File: config.mk
export PLATFORM = sky130hd
export DESIGN_NAME = irq_timer_gpio_peripheral
export DESIGN_NICKNAME = d
export VERILOG_FILES = /design/src/sv/itgp_pkg.sv /design/src/sv/irq_timer_gpio_peripheral.sv
export SDC_FILE = /design/constraint.sdc
export NUM_CORES = 1
export LEC_CHECK = 0
export BUFFER_PORTS_ARGS = -buffer_cell sky130_fd_sc_hd__buf_2
export CAP_MARGIN = 20
export CORE_ASPECT_RATIO = 1.75
export CORE_MARGIN = 4
export CORE_UTILIZATION = 65
export DETAILED_ROUTE_END_ITERATION = 10
export PLACE_DENSITY = 0.86
export SLEW_MARGIN = 5
export SYNTH_ARGS = -nofsm -noshare
export SYNTH_HDL_FRONTEND = slang
export SYNTH_SLANG_ARGS = --single-unit
File: constraint.sdc
create_clock -name clk -period 15.55 [get_ports clk]
set_input_delay 3.11 -clock clk [delete_from_list [all_inputs] [get_ports clk]]
set_output_delay 3.11 -clock clk [all_outputs]
set_load 0.02 [all_outputs]
File: src/sv/itgp_pkg.sv
package itgp_pkg;

  localparam int ENABLE_DELAY_DEPTH = 4;

  localparam int IN_DATA_W  = 40;
  localparam int OUT_DATA_W = 104;
  localparam int RESULT_W   = 97;

  localparam int FT_CAUSE0_BIT = 16;
  localparam int FT_CAUSE1_BIT = 18;
  localparam int FT_PIN_BIT    = 19;
  localparam int PIN_TIMER_BIT = 3;

  typedef enum logic [1:0] {
    CMD_TICK  = 2'd0,
    CMD_READ  = 2'd1,
    CMD_WRITE = 2'd2,
    CMD_TRAP  = 2'd3
  } cmd_t;

  localparam logic [4:0] REG_VECTOR         = 5'd0;
  localparam logic [4:0] REG_CAUSE          = 5'd1;
  localparam logic [4:0] REG_MASK           = 5'd2;
  localparam logic [4:0] REG_ENABLE         = 5'd3;
  localparam logic [4:0] REG_SAVED_PC       = 5'd4;
  localparam logic [4:0] REG_SUMMARY        = 5'd5;
  localparam logic [4:0] REG_PIN_CAUSE      = 5'd6;
  localparam logic [4:0] REG_PIN_INV        = 5'd7;
  localparam logic [4:0] REG_PIN_MASK       = 5'd8;
  localparam logic [4:0] REG_PORT_DIR       = 5'd9;
  localparam logic [4:0] REG_PORT_OUT       = 5'd10;
  localparam logic [4:0] REG_PORT_IN        = 5'd11;
  localparam logic [4:0] REG_PORT_IN_INV    = 5'd12;
  localparam logic [4:0] REG_PORT_IN_MASK   = 5'd13;
  localparam logic [4:0] REG_TIMER_CAUSE    = 5'd14;
  localparam logic [4:0] REG_TIMER_INV      = 5'd15;
  localparam logic [4:0] REG_TIMER_MASK     = 5'd16;
  localparam logic [4:0] REG_FREE_TIMER     = 5'd17;
  localparam logic [4:0] REG_PRESCALED      = 5'd18;
  localparam logic [4:0] REG_PRESCALE_SEL   = 5'd19;
  localparam logic [4:0] REG_CLEAR_COMPARE  = 5'd20;
  localparam logic [4:0] REG_OUTPUT_COMPARE = 5'd21;
  localparam logic [4:0] REG_SERIAL_INV     = 5'd23;
  localparam logic [4:0] REG_SERIAL_MASK    = 5'd24;

  function automatic logic [13:0] prescale_mask(input logic [15:0] sel);
    logic [13:0] m;
    unique case (sel)
      16'd1:   m = 14'h0003;
      16'd2:   m = 14'h000f;
      16'd3:   m = 14'h003f;
      16'd4:   m = 14'h00ff;
      16'd5:   m = 14'h03ff;
      16'd6:   m = 14'h0fff;
      16'd7:   m = 14'h3fff;
      default: m = 14'h0000;
    endcase
    return m;
  endfunction

endpackage

File: src/sv/irq_timer_gpio_peripheral.sv
// Channel   Dir  tdata (low bit up)                                     tuser
// s_axis    in   reg_index[4:0], write_data[36:5], zero pad to 40       cmd[1:0]
// m_axis    out  read_data[31:0], irq_request[32], trap_vector[64:33],  -
//                port_out[80:65], port_dir[96:81], zero pad to 104
//
// One transaction in, one out, with the result registered; a new transaction each cycle while m_axis takes results.
// Register state updates on the accepting edge; the result register holds the
// response until m_axis takes it, and s_axis_tready is high while that register
// is empty or m_axis_tready drains it in the same cycle.
// The longest path is the prescaled timer compare, clear and increment of a tick.
// rst (synchronous, active high) clears all state registers and the result valid, not the result data.
module irq_timer_gpio_peripheral (
  input  logic                           clk,
  input  logic                           rst,
  input  logic                           s_axis_tvalid,
  output logic                           s_axis_tready,
  input  logic [itgp_pkg::IN_DATA_W-1:0] s_axis_tdata,  // reg_index, write_data
  input  logic [1:0]                     s_axis_tuser,  // cmd
  output logic                           m_axis_tvalid,
  input  logic                           m_axis_tready,
  output logic [itgp_pkg::OUT_DATA_W-1:0] m_axis_tdata  // read_data, irq_request,
                                                        // trap_vector, port_out, port_dir
);
  import itgp_pkg::*;

  localparam int EN_LAST = ENABLE_DELAY_DEPTH - 1;

  logic        in_fire;
  cmd_t        cmd;
  logic [4:0]  reg_index;
  logic [31:0] write_data;
  logic [15:0] wd_half;
  logic [7:0]  wd_byte;

  logic [31:0] vector_addr, vector_addr_next;
  logic [31:0] int_mask, int_mask_next;
  logic [31:0] irq_enable, irq_enable_next;
  logic [31:0] enable_delay [ENABLE_DELAY_DEPTH];
  logic [31:0] enable_delay_next [ENABLE_DELAY_DEPTH];
  logic [31:0] saved_pc, saved_pc_next;
  logic [2:0]  summary_cause, summary_cause_next;
  logic        top_cause, top_cause_next;
  logic [15:0] pin_cause, pin_cause_next;
  logic [15:0] pin_cause_invert, pin_cause_invert_next;
  logic [15:0] pin_cause_mask, pin_cause_mask_next;
  logic [15:0] port_direction, port_direction_next;
  logic [15:0] port_output, port_output_next;
  logic [15:0] port_input, port_input_next;
  logic [15:0] port_input_invert, port_input_invert_next;
  logic [15:0] port_input_mask, port_input_mask_next;
  logic [7:0]  timer_cause, timer_cause_next;
  logic [7:0]  timer_cause_invert, timer_cause_invert_next;
  logic [7:0]  timer_cause_mask, timer_cause_mask_next;
  logic [31:0] free_timer, free_timer_next;
  logic [15:0] prescaled_timer, prescaled_timer_next;
  logic [15:0] prescale_select, prescale_select_next;
  logic [15:0] clear_compare, clear_compare_next;
  logic [15:0] output_compare, output_compare_next;
  logic [7:0]  serial_cause_invert, serial_cause_invert_next;
  logic [7:0]  serial_cause_mask, serial_cause_mask_next;

  logic [15:0] pt_cleared;
  logic        pin_hit;
  logic        timer_hit;
  logic [31:0] read_value;
  logic [31:0] read_data;
  logic        irq_request;

  logic                 out_valid;
  logic [RESULT_W-1:0]  out_data;

  assign s_axis_tready = !out_valid || m_axis_tready;
  assign in_fire       = s_axis_tvalid && s_axis_tready;
  assign cmd           = cmd_t'(s_axis_tuser);
  assign reg_index     = s_axis_tdata[4:0];
  assign write_data    = s_axis_tdata[36:5];
  assign wd_half       = write_data[15:0];
  assign wd_byte       = write_data[7:0];

  always_comb begin
    unique case (reg_index)
      REG_VECTOR:         read_value = vector_addr;
      REG_CAUSE:          read_value = {31'd0, top_cause};
      REG_MASK:           read_value = int_mask;
      REG_ENABLE:         read_value = irq_enable;
      REG_SAVED_PC:       read_value = saved_pc;
      REG_SUMMARY:        read_value = {29'd0, summary_cause};
      REG_PIN_CAUSE:      read_value = {16'd0, pin_cause};
      REG_PIN_INV:        read_value = {16'd0, pin_cause_invert};
      REG_PIN_MASK:       read_value = {16'd0, pin_cause_mask};
      REG_PORT_DIR:       read_value = {16'd0, port_direction};
      REG_PORT_OUT:       read_value = {16'd0, port_output};
      REG_PORT_IN:        read_value = {16'd0, port_input};
      REG_PORT_IN_INV:    read_value = {16'd0, port_input_invert};
      REG_PORT_IN_MASK:   read_value = {16'd0, port_input_mask};
      REG_TIMER_CAUSE:    read_value = {24'd0, timer_cause};
      REG_TIMER_INV:      read_value = {24'd0, timer_cause_invert};
      REG_TIMER_MASK:     read_value = {24'd0, timer_cause_mask};
      REG_FREE_TIMER:     read_value = free_timer;
      REG_PRESCALED:      read_value = {16'd0, prescaled_timer};
      REG_PRESCALE_SEL:   read_value = {16'd0, prescale_select};
      REG_CLEAR_COMPARE:  read_value = {16'd0, clear_compare};
      REG_OUTPUT_COMPARE: read_value = {16'd0, output_compare};
      REG_SERIAL_INV:     read_value = {24'd0, serial_cause_invert};
      REG_SERIAL_MASK:    read_value = {24'd0, serial_cause_mask};
      default:            read_value = 32'd0;
    endcase
  end

  always_comb begin
    vector_addr_next         = vector_addr;
    int_mask_next            = int_mask;
    irq_enable_next          = irq_enable;
    enable_delay_next        = enable_delay;
    saved_pc_next            = saved_pc;
    summary_cause_next       = summary_cause;
    top_cause_next           = top_cause;
    pin_cause_next           = pin_cause;
    pin_cause_invert_next    = pin_cause_invert;
    pin_cause_mask_next      = pin_cause_mask;
    port_direction_next      = port_direction;
    port_output_next         = port_output;
    port_input_next          = port_input;
    port_input_invert_next   = port_input_invert;
    port_input_mask_next     = port_input_mask;
    timer_cause_next         = timer_cause;
    timer_cause_invert_next  = timer_cause_invert;
    timer_cause_mask_next    = timer_cause_mask;
    free_timer_next          = free_timer;
    prescaled_timer_next     = prescaled_timer;
    prescale_select_next     = prescale_select;
    clear_compare_next       = clear_compare;
    output_compare_next      = output_compare;
    serial_cause_invert_next = serial_cause_invert;
    serial_cause_mask_next   = serial_cause_mask;
    pt_cleared               = prescaled_timer;
    pin_hit                  = 1'b0;
    timer_hit                = 1'b0;
    read_data                = 32'd0;

    unique case (cmd)
      CMD_TICK: begin
        port_input_next[PIN_TIMER_BIT] = free_timer[FT_PIN_BIT];

        irq_enable_next = enable_delay[0];
        for (int i = 0; i < EN_LAST; i++) begin
          enable_delay_next[i] = enable_delay[i + 1];
        end

        pin_cause_next =
          {15'd0, |((port_input_next ^ port_input_invert) & port_input_mask)};

        timer_cause_next[0] = free_timer[FT_CAUSE0_BIT];
        timer_cause_next[1] = free_timer[FT_CAUSE1_BIT];
        if (prescaled_timer == clear_compare) begin
          pt_cleared          = 16'd0;
          timer_cause_next[2] = !timer_cause[2];
        end
        timer_cause_next[3] = pt_cleared < output_compare;

        pin_hit   = |((pin_cause_next ^ pin_cause_invert) & pin_cause_mask);
        timer_hit = |((timer_cause_next ^ timer_cause_invert) & timer_cause_mask);
        summary_cause_next = {timer_hit, pin_hit, 1'b0};
        top_cause_next     = pin_hit || timer_hit;

        free_timer_next = free_timer + 32'd1;
        if ((free_timer_next[13:0] & prescale_mask(prescale_select)) == 14'd0) begin
          prescaled_timer_next = pt_cleared + 16'd1;
        end else begin
          prescaled_timer_next = pt_cleared;
        end
      end
      CMD_READ: begin
        read_data = read_value;
      end
      CMD_WRITE: begin
        unique case (reg_index)
          REG_VECTOR:   vector_addr_next = write_data;
          REG_MASK:     int_mask_next    = write_data;
          REG_ENABLE: begin
            if (write_data == 32'd0) begin
              irq_enable_next = 32'd0;
              for (int i = 0; i < ENABLE_DELAY_DEPTH; i++) begin
                enable_delay_next[i] = 32'd0;
              end
            end else begin
              enable_delay_next[EN_LAST] = write_data;
            end
          end
          REG_SAVED_PC:       saved_pc_next            = write_data;
          REG_PIN_CAUSE:      pin_cause_next           = wd_half;
          REG_PIN_INV:        pin_cause_invert_next    = wd_half;
          REG_PIN_MASK:       pin_cause_mask_next      = wd_half;
          REG_PORT_DIR:       port_direction_next      = wd_half;
          REG_PORT_OUT:       port_output_next         = wd_half;
          REG_PORT_IN_INV:    port_input_invert_next   = wd_half;
          REG_PORT_IN_MASK:   port_input_mask_next     = wd_half;
          REG_TIMER_INV:      timer_cause_invert_next  = wd_byte;
          REG_TIMER_MASK:     timer_cause_mask_next    = wd_byte;
          REG_PRESCALED:      prescaled_timer_next     = wd_half;
          REG_PRESCALE_SEL:   prescale_select_next     = wd_half;
          REG_CLEAR_COMPARE:  clear_compare_next       = wd_half;
          REG_OUTPUT_COMPARE: output_compare_next      = wd_half;
          REG_SERIAL_INV:     serial_cause_invert_next = wd_byte;
          REG_SERIAL_MASK:    serial_cause_mask_next   = wd_byte;
          default: ;
        endcase
      end
      CMD_TRAP: begin
        saved_pc_next   = write_data;
        irq_enable_next = 32'd0;
        for (int i = 0; i < ENABLE_DELAY_DEPTH; i++) begin
          enable_delay_next[i] = 32'd0;
        end
      end
    endcase

    irq_request = (irq_enable_next != 32'd0) &&
                  ((int_mask_next & {31'd0, top_cause_next}) != 32'd0);
  end

  always_ff @(posedge clk) begin
    if (rst) begin
      vector_addr         <= 32'd0;
      int_mask            <= 32'd0;
      irq_enable          <= 32'd0;
      for (int i = 0; i < ENABLE_DELAY_DEPTH; i++) begin
        enable_delay[i] <= 32'd0;
      end
      saved_pc            <= 32'd0;
      summary_cause       <= 3'd0;
      top_cause           <= 1'b0;
      pin_cause           <= 16'd0;
      pin_cause_invert    <= 16'd0;
      pin_cause_mask      <= 16'd0;
      port_direction      <= 16'd0;
      port_output         <= 16'd0;
      port_input          <= 16'd0;
      port_input_invert   <= 16'd0;
      port_input_mask     <= 16'd0;
      timer_cause         <= 8'd0;
      timer_cause_invert  <= 8'd0;
      timer_cause_mask    <= 8'd0;
      free_timer          <= 32'd0;
      prescaled_timer     <= 16'd0;
      prescale_select     <= 16'd0;
      clear_compare       <= 16'd0;
      output_compare      <= 16'd0;
      serial_cause_invert <= 8'd0;
      serial_cause_mask   <= 8'd0;
    end else if (in_fire) begin
      vector_addr         <= vector_addr_next;
      int_mask            <= int_mask_next;
      irq_enable          <= irq_enable_next;
      enable_delay        <= enable_delay_next;
      saved_pc            <= saved_pc_next;
      summary_cause       <= summary_cause_next;
      top_cause           <= top_cause_next;
      pin_cause           <= pin_cause_next;
      pin_cause_invert    <= pin_cause_invert_next;
      pin_cause_mask      <= pin_cause_mask_next;
      port_direction      <= port_direction_next;
      port_output         <= port_output_next;
      port_input          <= port_input_next;
      port_input_invert   <= port_input_invert_next;
      port_input_mask     <= port_input_mask_next;
      timer_cause         <= timer_cause_next;
      timer_cause_invert  <= timer_cause_invert_next;
      timer_cause_mask    <= timer_cause_mask_next;
      free_timer          <= free_timer_next;
      prescaled_timer     <= prescaled_timer_next;
      prescale_select     <= prescale_select_next;
      clear_compare       <= clear_compare_next;
      output_compare      <= output_compare_next;
      serial_cause_invert <= serial_cause_invert_next;
      serial_cause_mask   <= serial_cause_mask_next;
    end
  end

  always_ff @(posedge clk) begin
    if (rst) begin
      out_valid <= 1'b0;
    end else if (in_fire) begin
      out_valid <= 1'b1;
    end else if (m_axis_tready) begin
      out_valid <= 1'b0;
    end
  end

  always_ff @(posedge clk) begin
    if (in_fire) begin
      out_data <= {port_direction_next, port_output_next, vector_addr_next,
                   irq_request, read_data};
    end
  end

  assign m_axis_tvalid = out_valid;
  assign m_axis_tdata  = {(OUT_DATA_W - RESULT_W)'(0), out_data};

`ifndef ASSERT_OFF
  a_trap_clears_enable: assert property (@(posedge clk) disable iff (rst)
    (in_fire && cmd == CMD_TRAP) |=> (irq_enable == 32'd0 && enable_delay[EN_LAST] == 32'd0))
    else $error("trap entry left interrupts enabled");

  a_accept_gives_result: assert property (@(posedge clk) disable iff (rst)
    in_fire |=> m_axis_tvalid)
    else $error("accepted transaction produced no result");

  a_timer_only_on_tick: assert property (@(posedge clk) disable iff (rst)
    !(in_fire && cmd == CMD_TICK) |=> $stable(free_timer))
    else $error("free timer moved without a tick");

  a_top_cause_summary: assert property (@(posedge clk) disable iff (rst)
    top_cause == (summary_cause != 3'd0))
    else $error("top cause disagrees with summary cause");
`endif

endmodule

Word-level counts from Yosys, hierarchy flattened:

Index checks and enable logic that the tools add are counted.

* register bits after elaboration: 602
* word-level logic and storage cells: 150

* multiplexer cells: 33
* equality and inequality tests: 39
* reductions and logical operators: 36
* bitwise logic cells: 8
* $add $sub $neg: 2
* magnitude comparators: 1

Operators with widths (count)
* $pmux W32 S24: 1
* $pmux W96 S3: 1
* $mux W32: 8
* $mux W16: 9
* $mux W128: 1
* $pmux W32 S2: 2
* $pmux W14 S7: 1
* $mux W96: 1
* $pmux W32 S3: 1
* $eq A16 B3 Y1 const B: 4
* $pmux W16 S2: 2
* $reduce_bool A32 Y1: 2
* $reduce_and A3 Y1: 15
* $eq A5 B4 Y1 const B: 8
* $eq A5 B5 Y1 const B: 8
* $add A32 B1 Y32 const B: 1
* $and A16 B16 Y16: 2
* $and A32 B1 Y32: 1
* $eq A16 B2 Y1 const B: 2
* $logic_not A32 Y1: 1
* $reduce_or A16 Y1: 2
* $eq A5 B3 Y1 const B: 4
* $add A16 B1 Y16 const B: 1
* $eq A16 B1 Y1 const B: 1
* other kinds (26): 40

Depth between registers and ports, before layout:

Gate-level depths: netlist (run 1).

* depth in word-level cells: 12
* gate-level depth with buffers: 16
* gate-level depth less buffers: 14

Worst setup path before layout (run 1):

OpenSTA, ideal clock, no wires.

* path kind: input-to-reg
* from: input port m_axis_tready
* to: register out_data[0], enable pin
* path slack: 8313 ps
* data required time: 15051 ps
* cell stages on the path: 5
* setup time: 499 ps
* arrival: 6738 ps
* buffers on the path: 2
* cells stage by stage: nand2b_1 -> nand2_1 -> inv_1 -> clkbuf_1 -> clkbuf_1

* word-level cells in the longest chain between the ends: 2

RTL lines
* start, declared: RTL line irq_timer_gpio_peripheral.sv:20 `input logic m_axis_tready,`
* $logic_or A1 B1 Y1: RTL line irq_timer_gpio_peripheral.sv:72 `assign s_axis_tready = !out_valid || m_axis_tready;`
* $logic_and A1 B1 Y1: RTL line irq_timer_gpio_peripheral.sv:73 `assign in_fire = s_axis_tvalid && s_axis_tready;`
* net in_fire: RTL line irq_timer_gpio_peripheral.sv:28 `logic in_fire;`
* end signal, assigned: RTL line irq_timer_gpio_peripheral.sv:292 `out_data <= {port_direction_next, port_output_next, vector_addr_next,`
* end, declared: RTL line irq_timer_gpio_peripheral.sv:70 `logic [RESULT_W-1:0] out_data;`

The timed path passes the listed nets, and every way through them passes these cells.
A chain may end at the register's enable or synchronous reset.

Final worst setup path (run 1):

* from: input port m_axis_tready
* to: output port s_axis_tready

* word-level cells in the longest chain between the ends: 1

RTL lines
* $logic_or A1 B1 Y1: RTL line irq_timer_gpio_peripheral.sv:72
* end, declared: RTL line irq_timer_gpio_peripheral.sv:16 `output logic s_axis_tready,`

Every way passes these cells.

==> run_results.csv, run 1 <==
group,metric,value,unit
setup_path,worstPathRequired,12440,ps
setup_path,reg2reg_slack,11160,ps
setup_path,reg2reg_depth,13,
logic_synthesis,syn-cell-area,26100,µm²
clocking,cts_resized,0,
setup_path,endpoint_kind,"output pin",
sta,post-route-period-util,43.46,%
placed_design,pre_cts_slack,8781,ps
setup_path,cp-start-kind,"primary input",
clocking,cts_max_level,2,
setup_path,path_class,"in -> out",
sta,setup_viol,0,
logic_synthesis,yosys.area.top_type,"dfxtp_1",
drt,num_vias,24419,
worst_hold_path,holdCritPathClass,"reg -> reg",
clocking,cts_buffer_depth,3,
final_layout,drive_gt1_share,11.63,%
logic_synthesis,synthArstFlopShare,0,%
flow_run,drv_cap,0,
pwr,p_leak,9.761,nW
clocking,cts_tree,"built",
worst_hold_path,hold_depth,2,
logic_synthesis,synth.distinct_cells,67,
setup_path,cp_max_fo,5,
sta,fin_tns_setup,0,ps
pwr,ir_drop,114.8,µV
global_routing,grt_pass1_vias,23442,
final_layout,final_nets,3083,
die,die-height,273.1,µm
sta,fin_crit,6758,ps
run_status,status,"finished clean",
final_layout,fin_area,28510,µm²
final_layout,final_cells,3554,
final_layout,syn_to_final_growth,9.239,%
placed_design,portBuffers,141,
logic_synthesis,synth_top_area_share,38.74,%
worst_hold_path,whs_endpoint,"int_mask[29]$_SDFFE_PP0P_",
global_routing,grt.total_usage,41.95,%
clocking,clk_root_buffer_cell,"clkbuf_16",
global_routing,grt_max_degree,247,
drt,drc,0,
drt,postRouteAntennaNets,0,
sta,layout_setup_ws,8792,ps
clocking,cts_setup_buffers,0,
drt,first_pass_iters,9,
clocking,cts_sinks,602,
logic_synthesis,syn_area_per_cell,8.581,µm²
pwr,pwr_density_cell,108.2,nW/µm²
sta,fmaxAchievable,148.0,MHz
drt,first_iter_violations,3184,
sta,rsz0062_at_grt,"no",
clocking,cts_buffers,52,
clocking,clk_pin_slew_worst_paths,70,ps
logic_synthesis,ys_ff_latch,602,
sta,fin_skew,17.69,ps
die,ioPinCount,152,
drt,drt-total-wl,95.58,mm
final_layout,most-common-layout-cells,"nand2_1 (658), dfxtp_1 (505), a21oi_1 (422)",
sta,drv_slew,0,
sta,finalHoldViolations,0,
logic_synthesis,ys_seq_area_share,49.90,%
logic_synthesis,synth_edf_count,97,
placed_design,gp_congestion,0.9932,
sta,fin_hold_ws,456.0,ps
final_layout,finalCoreUtilization,72.36,%
die,start_util,66.24,%
die,rows,96,
final_layout,mostFrequentLayoutCell,"nand2_1",
sta,slew_headroom,16.26,%
global_routing,grt_pass1_wl,140.4,mm
clocking,cts_hold_buf,0,
pwr,finalPower,3.086,mW
setup_path,crit-reg2reg-launch,"prescaled_timer[0]$_SDFFE_PP0P_",
worst_hold_path,min-delay-start,"int_mask[29]$_SDFFE_PP0P_",
die,dieWidth,159.5,µm
die,core-area,39400,µm²
logic_synthesis,synth_ff_type,"dfxtp_1",
logic_synthesis,syn_inst,3041,
drt,routedWlPerCell,26.89,µm
logic_synthesis,synth_area_leaders,"dfxtp_1 (39%), edfxtp_1 (11%), nand2_1 (9.5%)",
clocking,clk_latency,600,ps
placed_design,hpwl,63.16,mm
placed_design,place_inst,3455,
sta,worstMarginPinSlew,1256,ps
setup_path,crit_arrival,3650,ps
logic_synthesis,yosysWarningCount,0,
die,dieArea,43540,µm²
drt,viasPerCell,6.871,
placed_design,postPlaceCellArea,26820,µm²
global_routing,antenna_found_initial,5,
setup_path,reg2reg_to,"out_data[32]$_DFFE_PP_",
global_routing,overflow,0,
## cells in the mapped netlist, types with 8 or more instances
cell,instances
nor3b_1,97
nor3_1,14
buf_4,9
a31oi_1,36
and4_1,9
nor2_1,237
mux2_2,64
clkbuf_1,229
inv_1,28
or3_1,8
a222oi_1,8
nand2b_1,9
xnor2_1,15
xor2_1,48
ha_1,16
and3_1,42
nor4_1,39
a22oi_1,136
edfxtp_1,97
and2_1,17
dfxtp_1,505
a21oi_1,422
nand4_1,28
buf_1,12
a221oi_1,58
nand3_1,41
nand2_1,662
o21ai_0,26
a22o_1,52
## area by class of cell
cell class	instances	area (µm²)
antenna	3	7.507
clock buffer	81	1513
clock inverter	13	108.9
fill	2913	10890
inverter	28	110.1
multi-input combinational	2161	12090
sequential	602	13020
tap	490	613.1
timing repair buffer	176	1041
## metal layers
layer,vias up,track usage [%],wire length [µm]
met5,-,0,15
met2,1593,70.16,45250
met1,11583,45.00,31280
li1,10692,-,-
met4,2,36.39,10100
met3,549,8.571,8947
## worst max-delay path, cell delays in order
cell      delay [ps]
buf_2             90
nand2b_1         230
buf_2            210
## cell families after synthesis
| family | synth area share, % |
|---|---|
| other | 0.01437 |
| adder cells (fa/ha/maj) | 0.7671 |
| buffers and inverters | 4.267 |
| AND/OR/NAND/NOR | 21.06 |
| AO/OA/AOI/OAI | 18.96 |
| XOR/XNOR | 2.114 |
| flip-flops | 49.90 |
| multiplexers | 2.915 |
## registers in the layout (all words and copies together), names as in the netlist, 16 cells and up
register           count
clear_compare         16
enable_delay         128
free_timer            32
int_mask              32
irq_enable            32
out_data              97
output_compare        16
pin_cause             16
pin_cause_invert      16
pin_cause_mask        16
port_direction        16
port_input_invert     16
port_input_mask       16
port_output           16
prescale_select       16
prescaled_timer       16
saved_pc              32
vector_addr           32
## worst max path at each step
stage	start	end	slack, ps	depth (start not counted)
after floorplan	m_axis_tready	out_data[0]$_SDFFCE_PP0P_	8310	5
after global placement	m_axis_tready	s_axis_tready	8800	3
after detailed placement	m_axis_tready	output_compare[12]$_SDFFE_PP0P_	8780	10
after CTS	m_axis_tready	s_axis_tready	8800	3
after global routing	m_axis_tready	s_axis_tready	8780	3
final	m_axis_tready	s_axis_tready	8790	3
## power by group
part           internal (mW)  leakage (nW)  switching [mW]
Clock                  0.686         0.802           0.584
Combinational         0.0413          3.90           0.161
Sequential              1.60          5.06          0.0123
No activity file was read; power rests on OpenSTA's default activity.
==> inputs of run 2 (changes only) <==
- ABC_AREA: unset -> 1
- CORE_UTILIZATION: 65 -> 55
- PLACE_DENSITY: 0.86 -> 0.78
- clock period: 15.55 -> 5.75 ns (I/O delays scaled with it)
==> run 2 against run 1 <==
First-iteration DRC count is 15% lower; non-clock buffer count is 8 higher; critical endpoint is now out_data[32]$_DFFE_PP_; clock power grew to 3.0 times the previous value; setup slack lost 6900 ps; combinational power rose to 4.1 times the previous value; highest routed layer is now met4.
==> run_results.csv, run 2 <==
group,metric,value,unit
global_routing,grt_pass1_wl,127.5,mm
final_layout,most-common-layout-cells,"dfxtp_1 (505), a21oi_1 (476), o21ai_0 (451)",
clocking,cts_resized,0,
global_routing,antenna_found_initial,0,
die,die-height,300.3,µm
logic_synthesis,yosys.area.top_type,"dfxtp_1",
setup_path,endpoint_kind,"flip-flop",
setup_path,crit_family,"simple AND/OR/NAND/NOR gates",
logic_synthesis,ys_seq_area_share,48.51,%
setup_path,crit_arrival,4220,ps
logic_synthesis,syn_inst,3420,
drt,routedWlPerCell,20.48,µm
clocking,cts_buffer_depth,3,
clocking,cts_setup_buffers,0,
sta,worstMarginPinSlew,1071,ps
logic_synthesis,synth_top_family_by_area,"compound AO/OA/AOI/OAI gates",
setup_path,crit_top_cell,"nand2_1",
setup_path,worstPathRequired,6150,ps
setup_path,cp_max_fo,18,
run_status,status,"finished clean",
pwr,p_leak,11.48,nW
sta,drv_slew,0,
final_layout,top_register,"enable_delay",
clocking,clk_latency,600,ps
setup_path,path_cells,"inv_2 -> nand2_1 -> nand2_1 -> nor2_1 -> nand2_1 -> nor2_2 -> nand2_8 -> inv_4 -> nor2_1 -> ha_1 -> nand4_1 -> a31oi_1 -> a2111oi_1 -> buf_4 -> nand2_1 -> nand2_1 -> nand3_1 -> nand3_1 -> nand2_1 -> nor2_1",
pwr,pwr_density_cell,309.8,nW/µm²
final_layout,fin_area,29750,µm²
global_routing,overflow,0,
logic_synthesis,synth-xor-area-share,0.8157,%
logic_synthesis,synth_edf_count,97,
logic_synthesis,syn_area_per_cell,7.849,µm²
drt,drt-total-wl,84.47,mm
logic_synthesis,synthArstFlopShare,0,%
logic_synthesis,synth-compound-area-share,24.69,%
global_routing,grt.total_usage,30.69,%
drt,drc,0,
final_layout,mostFrequentLayoutCell,"dfxtp_1",
final_layout,largest_reg_flops,128,
logic_synthesis,synth.distinct_cells,60,
logic_synthesis,synthTopCellsByCount,"dfxtp_1 (505), a21oi_1 (478), nand2_1 (453)",
logic_synthesis,synth_area_leaders,"dfxtp_1 (38%), edfxtp_1 (11%), a21oi_1 (8.9%)",
clocking,cts_sinks,602,
sta,fmaxAchievable,261.8,MHz
die,dieWidth,175,µm
placed_design,gp_congestion,1.030,
logic_synthesis,synthSimpleGateAreaFrac,15.78,%
sta,fin_tns_setup,0,ps
sta,rsz0062_at_grt,"no",
final_layout,final_nets,3494,
final_layout,drive_gt1_share,10.33,%
clocking,cts_buffers,53,
pwr,finalPower,9.218,mW
pwr,ir_drop,265.0,µV
logic_synthesis,syn-cell-area,26840,µm²
die,core-area,48010,µm²
clocking,cts_tree,"built",
die,ioPinCount,152,
sta,fin_skew,33.59,ps
placed_design,postPlaceCellArea,27850,µm²
worst_hold_path,holdCritPathClass,"reg -> reg",
logic_synthesis,yosys.area_share.adder,0.7458,%
clocking,cts_max_level,2,
final_layout,antenna_cells,0,
clocking,clk_pin_slew_worst_paths,70,ps
final_layout,syn_to_final_growth,10.85,%
drt,first_pass_iters,6,
setup_path,path_buf_inv,3,
flow_run,drv_cap,0,
die,start_util,55.91,%
sta,fin_hold_ws,448.2,ps
clocking,clk_root_buffer_cell,"clkbuf_16",
sta,post-route-period-util,66.44,%
drt,first_iter_violations,2719,
logic_synthesis,synth_top_area_share,37.66,%
setup_path,critPathMaxStageDelay,460,ps
drt,num_vias,24600,
sta,setup_viol,0,
setup_path,critPathSlowestCell,"dfxtp_1",
die,dieArea,52540,µm²
clocking,cts_hold_buf,0,
sta,finalHoldViolations,0,
final_layout,reg_top3,"enable_delay (128), out_data (97)",
logic_synthesis,synth_ff_type,"dfxtp_1",
placed_design,hpwl,59.66,mm
setup_path,path_class,"reg -> reg",
global_routing,grt_pass1_vias,22449,
sta,slew_headroom,28.33,%
placed_design,portBuffers,141,
logic_synthesis,synth.most_common_cell,"dfxtp_1",
logic_synthesis,ys_ff_latch,602,
global_routing,grt_max_degree,136,
drt,viasPerCell,5.965,
die,rows,106,
logic_synthesis,synthMuxAreaShare,0,%
setup_path,cp-start-kind,"flip-flop",
sta,fin_crit,3820,ps
drt,postRouteAntennaNets,0,
logic_synthesis,yosysWarningCount,0,
[run 2: cell types whose count changed after synthesis, moves of 29 or more]
cell,delta
a22o_1,-41
o22ai_1,+29
nor3b_1,-97
nor2_1,+32
a22oi_1,-135
nand3b_1,+60
and3_1,-42
a21oi_1,+56
inv_1,+360
o21ai_0,+425
clkbuf_1,-29
nand2_1,-209
mux2_2,-64
a211oi_1,+32
[run 2: metrics by stage]
stage               cells  worst slack (ps)  utilization, %
floorplan            3426             710.8               -
global placement     4024              1744           57.98
detailed placement   4025              1690           58.01
CTS                  4124              2046           61.97
global route         4124              1740           61.97
finish               4124              1930           61.97
[run 2: power by group]
| part | switching, mW | internal [mW] | total [mW] |
|---|---|---|---|
| Sequential | 0.0833 | 4.44 | 4.52 |
| Clock | 1.62 | 2.24 | 3.86 |
| Combinational | 0.619 | 0.218 | 0.837 |
| Total | 2.33 | 6.89 | 9.22 |
[run 2: worst register-to-register path, delay by kind of cell, from the launching register on]
family / cells / cell delay, ps
flops: 1 / 460
compound gates: 2 / 340
simple gates: 14 / 1880
buf+inv: 3 / 610
fa+ha+maj: 1 / 340
[run 2: worst paths after layout]
check / start / to / slack [ps] / depth (start not counted)
hold reg to reg: enable_delay[33]$_SDFFE_PP0P_ / enable_delay[33]$_SDFFE_PP0P_ / 450 / 2
setup reg to reg: prescaled_timer[13]$_SDFFE_PP0P_ / out_data[32]$_DFFE_PP_ / 1930 / 20
hold / removal: enable_delay[33]$_SDFFE_PP0P_ / enable_delay[33]$_SDFFE_PP0P_ / 450 / 2
setup / recovery: prescaled_timer[13]$_SDFFE_PP0P_ / out_data[32]$_DFFE_PP_ / 1930 / 20
[run 2: cell type report]
class | count | area, µm²
clock buffer | 78 | 1584
multi-input combinational | 2169 | 11360
tap | 648 | 810.8
sequential | 602 | 13020
fill | 4273 | 18260
clock inverter | 21 | 319.1
timing repair buffer | 184 | 1055
inverter | 422 | 1602
[run 2: cells by family after synthesis]
family                   after synthesis
buffers and inverters                655
flip-flops                           602
adder cells (fa/ha/maj)               16
AND/OR/NAND/NOR                      940
XOR/XNOR                              25
AO/OA/AOI/OAI                       1181
other                                  1
[run 2: layer usage]
metal,vias to the layer above,share of wire [%],global-route usage (%)
met5,-,0,0
met3,325,7.8,3.937
li1,11655,-,-
met2,1260,48,52.25
met4,0,8.6,21.51
met1,11360,36,35.71
